**config.mk**
```make
export PLATFORM = sky130hd
export DESIGN_NAME = ripemd160_hash_core
export DESIGN_NICKNAME = d
export VERILOG_FILES = /design/src/hdl/rmd_pkg.sv /design/src/hdl/rmd_block_buf.sv /design/src/hdl/rmd_round.sv /design/src/hdl/ripemd160_hash_core.sv
export SDC_FILE = /design/constraint.sdc
export NUM_CORES = 2
export LEC_CHECK = 0
export BUFFER_PORTS_ARGS = -buffer_cell sky130_fd_sc_hd__buf_2
export CAP_MARGIN = 20
export CORE_UTILIZATION = 55
export CTS_CLUSTER_SIZE = 28
export DETAILED_ROUTE_END_ITERATION = 6
export PLACE_DENSITY = 0.81
export SYNTH_ARGS = -nofsm -noshare
export SYNTH_HDL_FRONTEND = slang
export SYNTH_HIERARCHICAL = 1
export SYNTH_SLANG_ARGS = --single-unit
```
**constraint.sdc**
```tcl
create_clock -name i_clk -period 12.8 [get_ports i_clk]
set_input_delay 0.64 -clock i_clk [delete_from_list [all_inputs] [get_ports i_clk]]
set_output_delay 0.64 -clock i_clk [all_outputs]
set_load 0.01 [all_outputs]
```
**src/hdl/rmd_pkg.sv**
```systemverilog
// Shared types, constants and subround tables for the RIPEMD-160 hash core.
`timescale 1ns / 1ps
package rmd_pkg;

    typedef logic [31:0]      t_word;
    typedef logic [4:0][31:0] t_words5;

    localparam int unsigned ROUNDS_FULL = 160;
    localparam int unsigned ROUNDS_LINE = 80;

    localparam t_words5 CHAIN_INIT = {32'hc3d2e1f0, 32'h10325476, 32'h98badcfe,
                                      32'hefcdab89, 32'h67452301};

    localparam logic [31:0] K_L [0:4] = '{32'h00000000, 32'h5a827999, 32'h6ed9eba1,
                                          32'h8f1bbcdc, 32'ha953fd4e};
    localparam logic [31:0] K_R [0:4] = '{32'h50a28be6, 32'h5c4dd124, 32'h6d703ef3,
                                          32'h7a6d76e9, 32'h00000000};

    localparam logic [3:0] SEL_L [0:79] = '{
        4'd0, 4'd1, 4'd2, 4'd3, 4'd4, 4'd5, 4'd6, 4'd7,
        4'd8, 4'd9, 4'd10, 4'd11, 4'd12, 4'd13, 4'd14, 4'd15,
        4'd7, 4'd4, 4'd13, 4'd1, 4'd10, 4'd6, 4'd15, 4'd3,
        4'd12, 4'd0, 4'd9, 4'd5, 4'd2, 4'd14, 4'd11, 4'd8,
        4'd3, 4'd10, 4'd14, 4'd4, 4'd9, 4'd15, 4'd8, 4'd1,
        4'd2, 4'd7, 4'd0, 4'd6, 4'd13, 4'd11, 4'd5, 4'd12,
        4'd1, 4'd9, 4'd11, 4'd10, 4'd0, 4'd8, 4'd12, 4'd4,
        4'd13, 4'd3, 4'd7, 4'd15, 4'd14, 4'd5, 4'd6, 4'd2,
        4'd4, 4'd0, 4'd5, 4'd9, 4'd7, 4'd12, 4'd2, 4'd10,
        4'd14, 4'd1, 4'd3, 4'd8, 4'd11, 4'd6, 4'd15, 4'd13};

    localparam logic [3:0] SEL_R [0:79] = '{
        4'd5, 4'd14, 4'd7, 4'd0, 4'd9, 4'd2, 4'd11, 4'd4,
        4'd13, 4'd6, 4'd15, 4'd8, 4'd1, 4'd10, 4'd3, 4'd12,
        4'd6, 4'd11, 4'd3, 4'd7, 4'd0, 4'd13, 4'd5, 4'd10,
        4'd14, 4'd15, 4'd8, 4'd12, 4'd4, 4'd9, 4'd1, 4'd2,
        4'd15, 4'd5, 4'd1, 4'd3, 4'd7, 4'd14, 4'd6, 4'd9,
        4'd11, 4'd8, 4'd12, 4'd2, 4'd10, 4'd0, 4'd4, 4'd13,
        4'd8, 4'd6, 4'd4, 4'd1, 4'd3, 4'd11, 4'd15, 4'd0,
        4'd5, 4'd12, 4'd2, 4'd13, 4'd9, 4'd7, 4'd10, 4'd14,
        4'd12, 4'd15, 4'd10, 4'd4, 4'd1, 4'd5, 4'd8, 4'd7,
        4'd6, 4'd2, 4'd13, 4'd14, 4'd0, 4'd3, 4'd9, 4'd11};

    localparam logic [3:0] ROT_L [0:79] = '{
        4'd11, 4'd14, 4'd15, 4'd12, 4'd5, 4'd8, 4'd7, 4'd9,
        4'd11, 4'd13, 4'd14, 4'd15, 4'd6, 4'd7, 4'd9, 4'd8,
        4'd7, 4'd6, 4'd8, 4'd13, 4'd11, 4'd9, 4'd7, 4'd15,
        4'd7, 4'd12, 4'd15, 4'd9, 4'd11, 4'd7, 4'd13, 4'd12,
        4'd11, 4'd13, 4'd6, 4'd7, 4'd14, 4'd9, 4'd13, 4'd15,
        4'd14, 4'd8, 4'd13, 4'd6, 4'd5, 4'd12, 4'd7, 4'd5,
        4'd11, 4'd12, 4'd14, 4'd15, 4'd14, 4'd15, 4'd9, 4'd8,
        4'd9, 4'd14, 4'd5, 4'd6, 4'd8, 4'd6, 4'd5, 4'd12,
        4'd9, 4'd15, 4'd5, 4'd11, 4'd6, 4'd8, 4'd13, 4'd12,
        4'd5, 4'd12, 4'd13, 4'd14, 4'd11, 4'd8, 4'd5, 4'd6};

    localparam logic [3:0] ROT_R [0:79] = '{
        4'd8, 4'd9, 4'd9, 4'd11, 4'd13, 4'd15, 4'd15, 4'd5,
        4'd7, 4'd7, 4'd8, 4'd11, 4'd14, 4'd14, 4'd12, 4'd6,
        4'd9, 4'd13, 4'd15, 4'd7, 4'd12, 4'd8, 4'd9, 4'd11,
        4'd7, 4'd7, 4'd12, 4'd7, 4'd6, 4'd15, 4'd13, 4'd11,
        4'd9, 4'd7, 4'd15, 4'd11, 4'd8, 4'd6, 4'd6, 4'd14,
        4'd12, 4'd13, 4'd5, 4'd14, 4'd13, 4'd13, 4'd7, 4'd5,
        4'd15, 4'd5, 4'd8, 4'd11, 4'd14, 4'd14, 4'd6, 4'd14,
        4'd6, 4'd9, 4'd12, 4'd9, 4'd12, 4'd5, 4'd15, 4'd8,
        4'd8, 4'd5, 4'd12, 4'd9, 4'd12, 4'd5, 4'd14, 4'd6,
        4'd8, 4'd13, 4'd6, 4'd5, 4'd15, 4'd13, 4'd11, 4'd11};

    // Block buffer operations
    typedef enum logic [2:0] {
        BUF_NONE,
        BUF_BYTE,
        BUF_PAD,
        BUF_LEN,
        BUF_CLR_LEN
    } t_buf_op;

    typedef struct packed {
        t_buf_op     op;
        logic [5:0]  pos;
        logic [7:0]  data;
        logic [63:0] len;
    } t_buf_cmd;

endpackage

```
**src/hdl/rmd_block_buf.sv**
```systemverilog
// 16-word message block buffer with byte writes, padding, block clearing and length insertion.
`timescale 1ns / 1ps
module rmd_block_buf (
    input  logic              i_clk,
    input  rmd_pkg::t_buf_cmd i_cmd,
    input  logic [3:0]        i_rd_idx,
    output rmd_pkg::t_word    o_rd_data
);
    import rmd_pkg::*;

    t_word r_mem [0:15];

    always_ff @(posedge i_clk) begin
        for (int w = 0; w < 16; w++) begin
            for (int b = 0; b < 4; b++) begin
                unique case (i_cmd.op)
                    BUF_BYTE: begin
                        if (i_cmd.pos == 6'(w * 4 + b)) begin
                            r_mem[w][b*8 +: 8] <= i_cmd.data;
                        end
                    end
                    BUF_PAD: begin
                        // 0x80 at the current position, zeros to the end of the block
                        if (i_cmd.pos == 6'(w * 4 + b)) begin
                            r_mem[w][b*8 +: 8] <= 8'h80;
                        end else if (6'(w * 4 + b) > i_cmd.pos) begin
                            r_mem[w][b*8 +: 8] <= 8'h00;
                        end
                    end
                    BUF_CLR_LEN: begin
                        if (w < 14) begin
                            r_mem[w][b*8 +: 8] <= 8'h00;
                        end
                    end
                    BUF_LEN, BUF_NONE: begin
                    end
                    default: begin
                    end
                endcase
            end
        end
        if (i_cmd.op == BUF_LEN || i_cmd.op == BUF_CLR_LEN) begin
            r_mem[14] <= i_cmd.len[31:0];
            r_mem[15] <= i_cmd.len[63:32];
        end
    end

    assign o_rd_data = r_mem[i_rd_idx];

endmodule

```
**src/hdl/rmd_round.sv**
```systemverilog
// Shared subround datapath: one step of either compression line.
`timescale 1ns / 1ps
module rmd_round (
    input  rmd_pkg::t_words5 i_v,
    input  logic [2:0]       i_tpos,
    input  logic [2:0]       i_fn,
    input  rmd_pkg::t_word   i_x,
    input  rmd_pkg::t_word   i_k,
    input  logic [3:0]       i_rot,
    output rmd_pkg::t_words5 o_v
);
    import rmd_pkg::*;

    function automatic logic [2:0] inc5(input logic [2:0] p);
        return (p == 3'd4) ? 3'd0 : 3'(p + 3'd1);
    endfunction

    logic [2:0]  b_idx, c_idx, d_idx, e_idx;
    t_word       f_val, sum;
    logic [63:0] dbl;

    always_comb begin
        b_idx = inc5(i_tpos);
        c_idx = inc5(b_idx);
        d_idx = inc5(c_idx);
        e_idx = inc5(d_idx);

        unique case (i_fn)
            3'd0:    f_val = i_v[b_idx] ^ i_v[c_idx] ^ i_v[d_idx];
            3'd1:    f_val = (i_v[b_idx] & i_v[c_idx]) | (~i_v[b_idx] & i_v[d_idx]);
            3'd2:    f_val = (i_v[b_idx] | ~i_v[c_idx]) ^ i_v[d_idx];
            3'd3:    f_val = (i_v[b_idx] & i_v[d_idx]) | (i_v[c_idx] & ~i_v[d_idx]);
            default: f_val = i_v[b_idx] ^ (i_v[c_idx] | ~i_v[d_idx]);
        endcase

        sum = i_v[i_tpos] + f_val + i_x + i_k;
        // rotate left: upper half of the doubled word shifted
        dbl = {sum, sum} << i_rot;

        o_v = i_v;
        o_v[i_tpos] = dbl[63:32] + i_v[e_idx];
        o_v[c_idx]  = {i_v[c_idx][21:0], i_v[c_idx][31:22]};
    end

endmodule

```
**src/hdl/ripemd160_hash_core.sv**
```systemverilog
// RIPEMD-160 hash core: word intake, padding, iterative compression, digest output.
//
//  Channel  | Direction | Handshake              | Payload
//  ---------+-----------+------------------------+--------------------------------------
//  s (in)   | slave     | i_s_tvalid/o_s_tready  | tdata: message_word, valid_bytes; tlast
//  m (out)  | master    | o_m_tvalid/i_m_tready  | tdata: digest_word, word_index; tlast
//  cfg      | slave     | i_cfg_valid/o_cfg_ready| i_cfg_data: round_limit
//
// An item is accepted, its valid bytes go into the block buffer one a cycle (paused to
// compress a full block) and a closing step follows. Each block takes n subrounds
// (effective round limit, 1..160): one shared subround unit runs the left line,
// then the right if n > 80. A last item adds padding (plus a second compression
// when the tail is past byte 55) and five output words. Reset is synchronous; the
// output stalls freely on i_m_tready and no new item is taken until the digest is out.
`timescale 1ns / 1ps
module ripemd160_hash_core (
    input  logic        i_clk,
    input  logic        i_rst_n,
    input  logic        i_s_tvalid,
    output logic        o_s_tready,
    input  logic [39:0] i_s_tdata,   // [31:0] message_word, [34:32] valid_bytes, rest 0
    input  logic        i_s_tlast,   // last_item
    output logic        o_m_tvalid,
    input  logic        i_m_tready,
    output logic [39:0] o_m_tdata,   // [31:0] digest_word, [34:32] word_index, rest 0
    output logic        o_m_tlast,   // final_word
    input  logic        i_cfg_valid,
    output logic        o_cfg_ready,
    input  logic [7:0]  i_cfg_data   // round_limit
);
    import rmd_pkg::*;

    typedef enum logic [3:0] {
        S_IDLE, S_APPEND, S_PAD, S_LEN, S_CLRLEN, S_INIT, S_COMP, S_FEED, S_OUT
    } t_state;

    typedef enum logic [1:0] {RET_APPEND, RET_CLEAR, RET_OUT} t_ret;

    t_state      r_state;
    t_ret        r_ret;
    logic [7:0]  r_round_limit;
    t_words5     r_chain, r_lv, r_rv;
    logic [60:0] r_bcnt;
    t_word       r_word;
    logic [2:0]  r_nleft;
    logic        r_last;
    logic [7:0]  r_cnt;
    logic [2:0]  r_tpos;
    logic [2:0]  r_oidx;

    logic [7:0]  n_limit;
    logic        line_r;
    logic [6:0]  step;
    logic [2:0]  rd;
    logic [2:0]  fn;
    t_word       kval;
    logic [3:0]  rot;
    logic [3:0]  sel;
    t_word       xval;
    t_words5     v_in, v_out;
    logic [60:0] n_bcnt;
    t_buf_cmd    buf_cmd;

    assign o_cfg_ready = 1'b1;
    assign o_s_tready  = (r_state == S_IDLE);
    assign o_m_tvalid  = (r_state == S_OUT);
    assign o_m_tdata   = {5'd0, r_oidx, r_chain[r_oidx]};
    assign o_m_tlast   = (r_oidx == 3'd4);

    always_comb begin
        if (r_round_limit == 8'd0) begin
            n_limit = 8'd1;
        end else if (r_round_limit > 8'(ROUNDS_FULL)) begin
            n_limit = 8'(ROUNDS_FULL);
        end else begin
            n_limit = r_round_limit;
        end
    end

    always_comb begin
        line_r = (r_cnt >= 8'(ROUNDS_LINE));
        step   = line_r ? 7'(r_cnt - 8'(ROUNDS_LINE)) : r_cnt[6:0];
        rd     = step[6:4];
        fn     = line_r ? 3'(3'd4 - rd) : rd;
        kval   = line_r ? K_R[rd] : K_L[rd];
        rot    = line_r ? ROT_R[step] : ROT_L[step];
        sel    = line_r ? SEL_R[step] : SEL_L[step];
        v_in   = line_r ? r_rv : r_lv;
        n_bcnt = r_bcnt + 61'd1;
    end

    always_comb begin
        buf_cmd.op   = BUF_NONE;
        buf_cmd.pos  = r_bcnt[5:0];
        buf_cmd.data = r_word[7:0];
        buf_cmd.len  = {r_bcnt, 3'b000};
        unique case (r_state)
            S_APPEND: if (r_nleft != 3'd0) buf_cmd.op = BUF_BYTE;
            S_PAD:    buf_cmd.op = BUF_PAD;
            S_LEN:    buf_cmd.op = BUF_LEN;
            S_CLRLEN: buf_cmd.op = BUF_CLR_LEN;
            default:  buf_cmd.op = BUF_NONE;
        endcase
    end

    rmd_block_buf u_buf (
        .i_clk     (i_clk),
        .i_cmd     (buf_cmd),
        .i_rd_idx  (sel),
        .o_rd_data (xval)
    );

    rmd_round u_round (
        .i_v    (v_in),
        .i_tpos (r_tpos),
        .i_fn   (fn),
        .i_x    (xval),
        .i_k    (kval),
        .i_rot  (rot),
        .o_v    (v_out)
    );

    always_ff @(posedge i_clk) begin
        if (!i_rst_n) begin
            r_state       <= S_IDLE;
            r_ret         <= RET_APPEND;
            r_round_limit <= 8'(ROUNDS_FULL);
            r_chain       <= CHAIN_INIT;
            r_bcnt        <= '0;
            r_nleft       <= '0;
            r_last        <= 1'b0;
            r_cnt         <= '0;
            r_tpos        <= '0;
            r_oidx        <= '0;
        end else begin
            if (i_cfg_valid) begin
                r_round_limit <= i_cfg_data;
            end
            unique case (r_state)
                S_IDLE: begin
                    if (i_s_tvalid) begin
                        r_word  <= i_s_tdata[31:0];
                        r_nleft <= (i_s_tdata[34:32] > 3'd4) ? 3'd4 : i_s_tdata[34:32];
                        r_last  <= i_s_tlast;
                        r_state <= S_APPEND;
                    end
                end
                S_APPEND: begin
                    if (r_nleft != 3'd0) begin
                        r_bcnt  <= n_bcnt;
                        r_word  <= {8'd0, r_word[31:8]};
                        r_nleft <= r_nleft - 3'd1;
                        // block full: compress, then resume the remaining bytes
                        if (n_bcnt[5:0] == 6'd0) begin
                            r_ret   <= RET_APPEND;
                            r_state <= S_INIT;
                        end
                    end else if (r_last) begin
                        r_state <= S_PAD;
                    end else begin
                        r_state <= S_IDLE;
                    end
                end
                S_PAD: begin
                    // no room for the length: compress this block, then a fresh one
                    if (r_bcnt[5:0] > 6'd55) begin
                        r_ret   <= RET_CLEAR;
                        r_state <= S_INIT;
                    end else begin
                        r_state <= S_LEN;
                    end
                end
                S_LEN, S_CLRLEN: begin
                    r_ret   <= RET_OUT;
                    r_state <= S_INIT;
                end
                S_INIT: begin
                    r_lv    <= r_chain;
                    r_rv    <= r_chain;
                    r_cnt   <= '0;
                    r_tpos  <= '0;
                    r_state <= S_COMP;
                end
                S_COMP: begin
                    if (line_r) begin
                        r_rv <= v_out;
                    end else begin
                        r_lv <= v_out;
                    end
                    r_cnt  <= r_cnt + 8'd1;
                    r_tpos <= (r_tpos == 3'd0) ? 3'd4 : 3'(r_tpos - 3'd1);
                    if ((r_cnt + 8'd1) >= n_limit) begin
                        r_state <= S_FEED;
                    end
                end
                S_FEED: begin
                    r_chain[0] <= r_chain[1] + r_lv[2] + r_rv[3];
                    r_chain[1] <= r_chain[2] + r_lv[3] + r_rv[4];
                    r_chain[2] <= r_chain[3] + r_lv[4] + r_rv[0];
                    r_chain[3] <= r_chain[4] + r_lv[0] + r_rv[1];
                    r_chain[4] <= r_chain[0] + r_lv[1] + r_rv[2];
                    unique case (r_ret)
                        RET_APPEND: r_state <= S_APPEND;
                        RET_CLEAR:  r_state <= S_CLRLEN;
                        default:    r_state <= S_OUT;
                    endcase
                end
                S_OUT: begin
                    if (i_m_tready) begin
                        if (r_oidx == 3'd4) begin
                            r_oidx  <= '0;
                            r_chain <= CHAIN_INIT;
                            r_bcnt  <= '0;
                            r_state <= S_IDLE;
                        end else begin
                            r_oidx <= r_oidx + 3'd1;
                        end
                    end
                end
                default: r_state <= S_IDLE;
            endcase
        end
    end

endmodule

```
# Word level (Yosys, flattened, before mapping)
# Memories as Yosys holds them, arrays and structs flattened.
# Cells that the tools add are included.
# op_classes
n_mux	853
n_reduce_logical	27
n_shift	1
magnitude_cmp	79
n_eq_ne	94
addsub	25
bitwise	209
# ops
op	count
$mux W8	194
$pmux W160 S2	3
$mux W160	5
$mux W1	581
$bmux W32 S3	6
$mux W32	15
$add A32 B32 Y32	14
$bwmux W160	2
$demux W32 S3	2
$eq A6 B6 Y1 const B	32
$gt A6 B6 Y1 const A	32
$or A1 B1 Y1	192
$mux W61	3
$and A32 B32 Y32	4
$or A32 B32 Y32	4
$pmux W32 S4	1
$xor A32 B32 Y32	4
$pmux W61 S2	1
$eq A6 B5 Y1 const B	16
$gt A5 B6 Y1 const A	16
$not A32 Y32	3
$mux W4	16
$pmux W32 S2	1
$shl A64 B4 Y64	1
59 further kinds	140
# word_totals
wordCells	1320
reg_bits	605
memories	7
in_bits	54
ram_bits	512
rom_bits	2560
# memory_table
name	words	width	read_ports	rd_clocked_by_memory_dff	write_ports	line_no	rtl
(no name shown)	128	4	1	0	0	ripemd160_hash_core.sv:87	sel = line_r ? SEL_R[step] : SEL_L[step];
(no name shown)	128	4	1	0	0	ripemd160_hash_core.sv:87	
(no name shown)	128	4	1	0	0	ripemd160_hash_core.sv:86	rot = line_r ? ROT_R[step] : ROT_L[step];
(no name shown)	128	4	1	0	0	ripemd160_hash_core.sv:86	
u_buf.r_mem	16	32	1	0	16	rmd_block_buf.sv:11	t_word r_mem [0:15];
(no name shown)	8	32	1	0	0	ripemd160_hash_core.sv:85	kval = line_r ? K_R[rd] : K_L[rd];
+1 memories	n/a	n/a	n/a	n/a	n/a	n/a	

# Depth between registers and ports, before layout
# depth
ltp_word	21
mapped_depth	59

# Hierarchy
# The synthesis kept the hierarchy.
# modules_own_cells
mod	area_per_inst_um2	cells_each	seq_area_each_um2	instances
ripemd160_hash_core	38877.3	4393	15635.0	1
rmd_block_buf	24835.1	1834	15304.7	1
rmd_round	18184.9	2675	0.0	1

# Least setup slack after synthesis
# OpenSTA, ideal clock, no wires.
# synth_path
path_type	flip-flop to flip-flop
start	reg r_tpos[1]
end	reg r_lv[125] in the netlist's numbering, data pin
setup_ns	0.257
t_arrival_ns	11.492
t_required_ns	12.543
slack_ns	1.052
n_path_buf	5
path_stages_with_launch	52
path_cell_list	dfxtp_1 -> buf_1 -> inv_1 -> ha_1 -> a21oi_4 -> buf_1 -> ha_1 -> clkbuf_1 -> inv_1 -> clkbuf_1 -> ha_1 -> nand2_1 -> or3_1 -> nand3_1 -> clkbuf_1 -> nand2_1 -> a21oi_1 -> a31oi_1 -> [... 16 more ...] -> and4_4 -> a31oi_4 -> o21ai_2 -> mux2_2 -> ha_1 -> a2111oi_0 -> nor2_1 -> a211oi_1 -> o31a_1 -> a21oi_1 -> a21o_1 -> a31oi_1 -> o21bai_1 -> a21oi_1 -> xor2_1 -> o21ai_0 -> nand2_1 -> nand2_1
# synth_rtl
element	line_no	rtl
start, declared	ripemd160_hash_core.sv:48	logic [2:0] r_tpos;
start signal, assigned	ripemd160_hash_core.sv:191	r_tpos <= (r_tpos == 3'd0) ? 3'd4 : 3'(r_tpos - 3'd1);
end signal, assigned	ripemd160_hash_core.sv:178	r_lv <= r_chain;
end signal, assigned	ripemd160_hash_core.sv:188	r_lv <= v_out;
end, declared	ripemd160_hash_core.sv:42	t_words5 r_chain, r_lv, r_rv;

==> flow_metrics.py <==
metrics = {
    "setup_path": {
        "worstPathRequired_ns": 13.29,
        "crit_type": "flop to flop",
        "worst_path_dominant_cell_family": "compound AO/OA/AOI/OAI gates",
        "end_kind": "flop",
        "cp_slowest_stage_delay_ns": 0.65,
        "worstPathArrival_ns": 13.00,
        "cp_max_fo": 48,
        "crit_buf_inv": 7,
        "cpMaxStageDelayCell": "fa_1",
        "cp-start-kind": "flop",
    },
    "synthesis": {
        "synth.yosys.warnings": 6,
        "synth_edf_count": 857,
        "synth_cell_type_count": 111,
        "async_flop_share": 0,
        "syn_inst": 8902,
        "seq_area_frac_synth": 0.378,
        "ys_ff_latch": 1117,
        "syn_area_um2": 81900,
        "synthFlopType": "edfxtp_1",
        "avgSynthCellArea_um2": 9.20,
    },
    "sta": {
        "post-route-min-period_ns": 12.52,
        "slew_headroom": 0.212,
        "worstMarginPinSlew_ns": 1.17,
        "post-route-period-util": 0.978,
        "timing.fmax_ghz": 0.0799,
        "fin_hold_ws_ns": 0.0548,
        "finalHoldViolCount": 0,
        "fin_ws_ns": 0.284,
        "finalSetupViolations": 0,
        "drv_slew": 0,
        "final.setup_skew_ns": 0.127,
    },
    "power": {
        "ir_worst_vdd_uv": 143,
        "leakagePower_uw": 0.0338,
        "powerDensity_nw_per_um2": 111,
    },
    "die": {
        "ios": 98,
        "placement_rows": 141,
        "start_util": 0.554,
        "die-area_um2": 150000,
        "core_area_um2": 148000,
        "die_h_um": 388,
        "die_w_um": 388,
    },
    "global_route": {
        "grt_pass1_vias": 71323,
        "grt_overflow": 0,
        "met2_usage": 0.599,
        "top_usage_layer": "met2",
        "grt_max_degree": 127,
        "grt_pass1_wl_um": 466000,
        "gr-usage-all-layers": 0.414,
        "grt_antenna_before_repair": 5,
        "use_met1": 0.541,
        "grt.met3_usage": 0.136,
    },
    "layout": {
        "syn2layout_area_growth_pct": 9.92,
        "drive_gt1_frac": 0.119,
        "instances_no_fill": 10915,
        "stdcell_area_um2": 90000,
        "final_util": 0.609,
        "nets": 9439,
    },
    "clock_network": {
        "ctsLongestPathBuffers": 3,
        "htree_levels": 3,
        "holdBufCountCts": 0,
        "cts.sinks": 1117,
        "cts-buffers-inserted": 120,
        "clkSlewWorstSetupHoldPaths_ns": 0.06,
        "cts_tree": "built",
        "clk_latency_ns": 0.86,
        "root_buffer": "clkbuf_16",
    },
    "place": {
        "hpwlAfterDp_um": 231000,
        "gp_congestion": 1.08,
        "place_ws_ns": 0.380,
        "port_buffers": 86,
        "placed_area_um2": 85400,
        "dp_cells": 10664,
    },
    "detailed_routing": {
        "vias": 76134,
        "firstDrtPassIters": 7,
        "vias_per_cell": 6.98,
        "ant_nets": 0,
        "post_drt_wl_per_cell_um": 29.3,
        "drc": 11,
        "first_iter_violations": 13399,
        "wl_um": 320000,
    },
    "run_status": {
        "status": "complete, but fails checks",
        "violations": "design-rule violations",
    },
    "min_path": {
        "hold_path.class": "primary input to flop",
    },
    "flow_run": {
        "cap_violations": 0,
    },
}
[metrics by stage]
step                setup TNS, ns  power [µW]
finish                          0        9980
global route             -0.00974       10200
global placement                0        6220
CTS                             0        9860
floorplan                       0        5550
detailed placement              0        6280
[synthesized netlist by cell type (18+ instances only)]
cell         n  area share
nand2_1   1891       0.087
edfxtp_1   857        0.31
a21oi_1    652       0.040
nor2_1     565       0.026
o21ai_0    537       0.033
clkbuf_1   462       0.021
ha_1       284       0.043
and2_1     278       0.021
dfxtp_1    260       0.064
mux4_2     229       0.063
fa_1       223       0.055
inv_1      194      0.0089
mux2i_1    191       0.023
xnor2_1    173       0.019
xor2_1     148       0.016
nor3_1     141      0.0086
a22oi_1    133       0.012
a21o_1     130       0.012
a31oi_1    120      0.0092
nand3_1    119      0.0073
a211oi_1   108      0.0099
nor2b_1    103      0.0079
o22ai_1     92      0.0070
and3_1      73      0.0056
buf_1       66      0.0030
o211ai_1    65      0.0060
o21a_1      65      0.0060
buf_2       61      0.0037
nand4_1     58      0.0044
a22o_1      51      0.0055
nand2b_1    50      0.0038
o21bai_1    36      0.0033
a221o_1     33      0.0040
a21boi_0    31      0.0028
o31ai_1     28      0.0026
a211o_1     24      0.0026
mux2_2      24      0.0033
or3_1       18      0.0014
[what timing repair did]
item / CTS / global route
endpoints found under the setup margin: 0 / 144
gates resized for setup: 0 / 31
buffers inserted: 0 / 4
[sequential cells by signal (all words and copies together) (netlist names)]
| name | count |
|---|---|
| r_last | 1 |
| r_lv | 160 |
| r_state | 4 |
| r_nleft | 3 |
| r_word | 32 |
| r_bcnt | 61 |
| r_chain | 160 |
| r_ret | 2 |
| r_cnt | 8 |
| r_oidx | 3 |
| r_rv | 160 |
| r_round_limit | 8 |
| u_buf/r_mem | 512 |
| r_tpos | 3 |
[report_power, final]
part	switching [µW]	internal, µW
registers	44.7	4080
clock network	1590	2050
logic	1420	802
total	3050	6930
[logic make-up after synthesis]
kind of cell / share of synthesized area
buf+inv: 0.0390
mux: 0.0896
fa+ha+maj: 0.0979
xor+xnor: 0.0345
compound gates: 0.177
flops: 0.378
simple gates: 0.184
other cells: 0.0000917
[placed cells by master (no fill, tap or decap), types with 191 or more instances in the layout]
master,netlist,final
a21oi_1,652,641
and2_1,278,275
buf_4,12,323
dfxtp_1,260,254
edfxtp_1,857,857
fa_1,223,223
ha_1,284,281
inv_1,194,194
mux2i_1,191,191
mux4_2,229,229
nand2_1,1891,1886
nor2_1,565,553
o21ai_0,537,528
[final cells by class]
type | instances | area [µm²]
clock inverters | 51 | 638
diodes | 3 | 7.51
well taps | 1930 | 2410
repair buffers | 451 | 3520
fillers | 12101 | 57800
multi-input cells | 6980 | 48200
flip-flops and latches | 1117 | 30900
inverters | 208 | 781
clock buffers | 175 | 3500
[worst reg2reg max path, delay by kind of cell, from the launching register on]
kind | cells | cell delay, ns
xor gates and xnor gates | 3 | 0.56
buffers and inverters | 7 | 1.52
adders and majority gates | 5 | 2.12
AOI/OAI and AO/OA | 20 | 5.01
DFF | 1 | 0.30
muxes | 4 | 1.59
and+or+nand+nor | 6 | 1.18
[worst paths after layout]
kind / from / cells after the start / endpoint / slack [ns]
worst max-delay path: r_cnt[0] / 45 / r_lv[125] / 0.28
worst min-delay path: i_s_tdata[4] / 3 / r_word[4] / 0.05
worst max register to register: r_cnt[0] / 45 / r_lv[125] / 0.28
worst min register to register: r_word[12] / 2 / r_word[4] / 0.42
[layer usage]
layer / vias to the layer above / share of wire
met2: 6382 / 0.42
met4: 2 / 0.072
met3: 1350 / 0.15
met1: 36294 / 0.36
li1: 32106 / -
met5: - / 0.000041
Power figures use the tool's default switching activity.
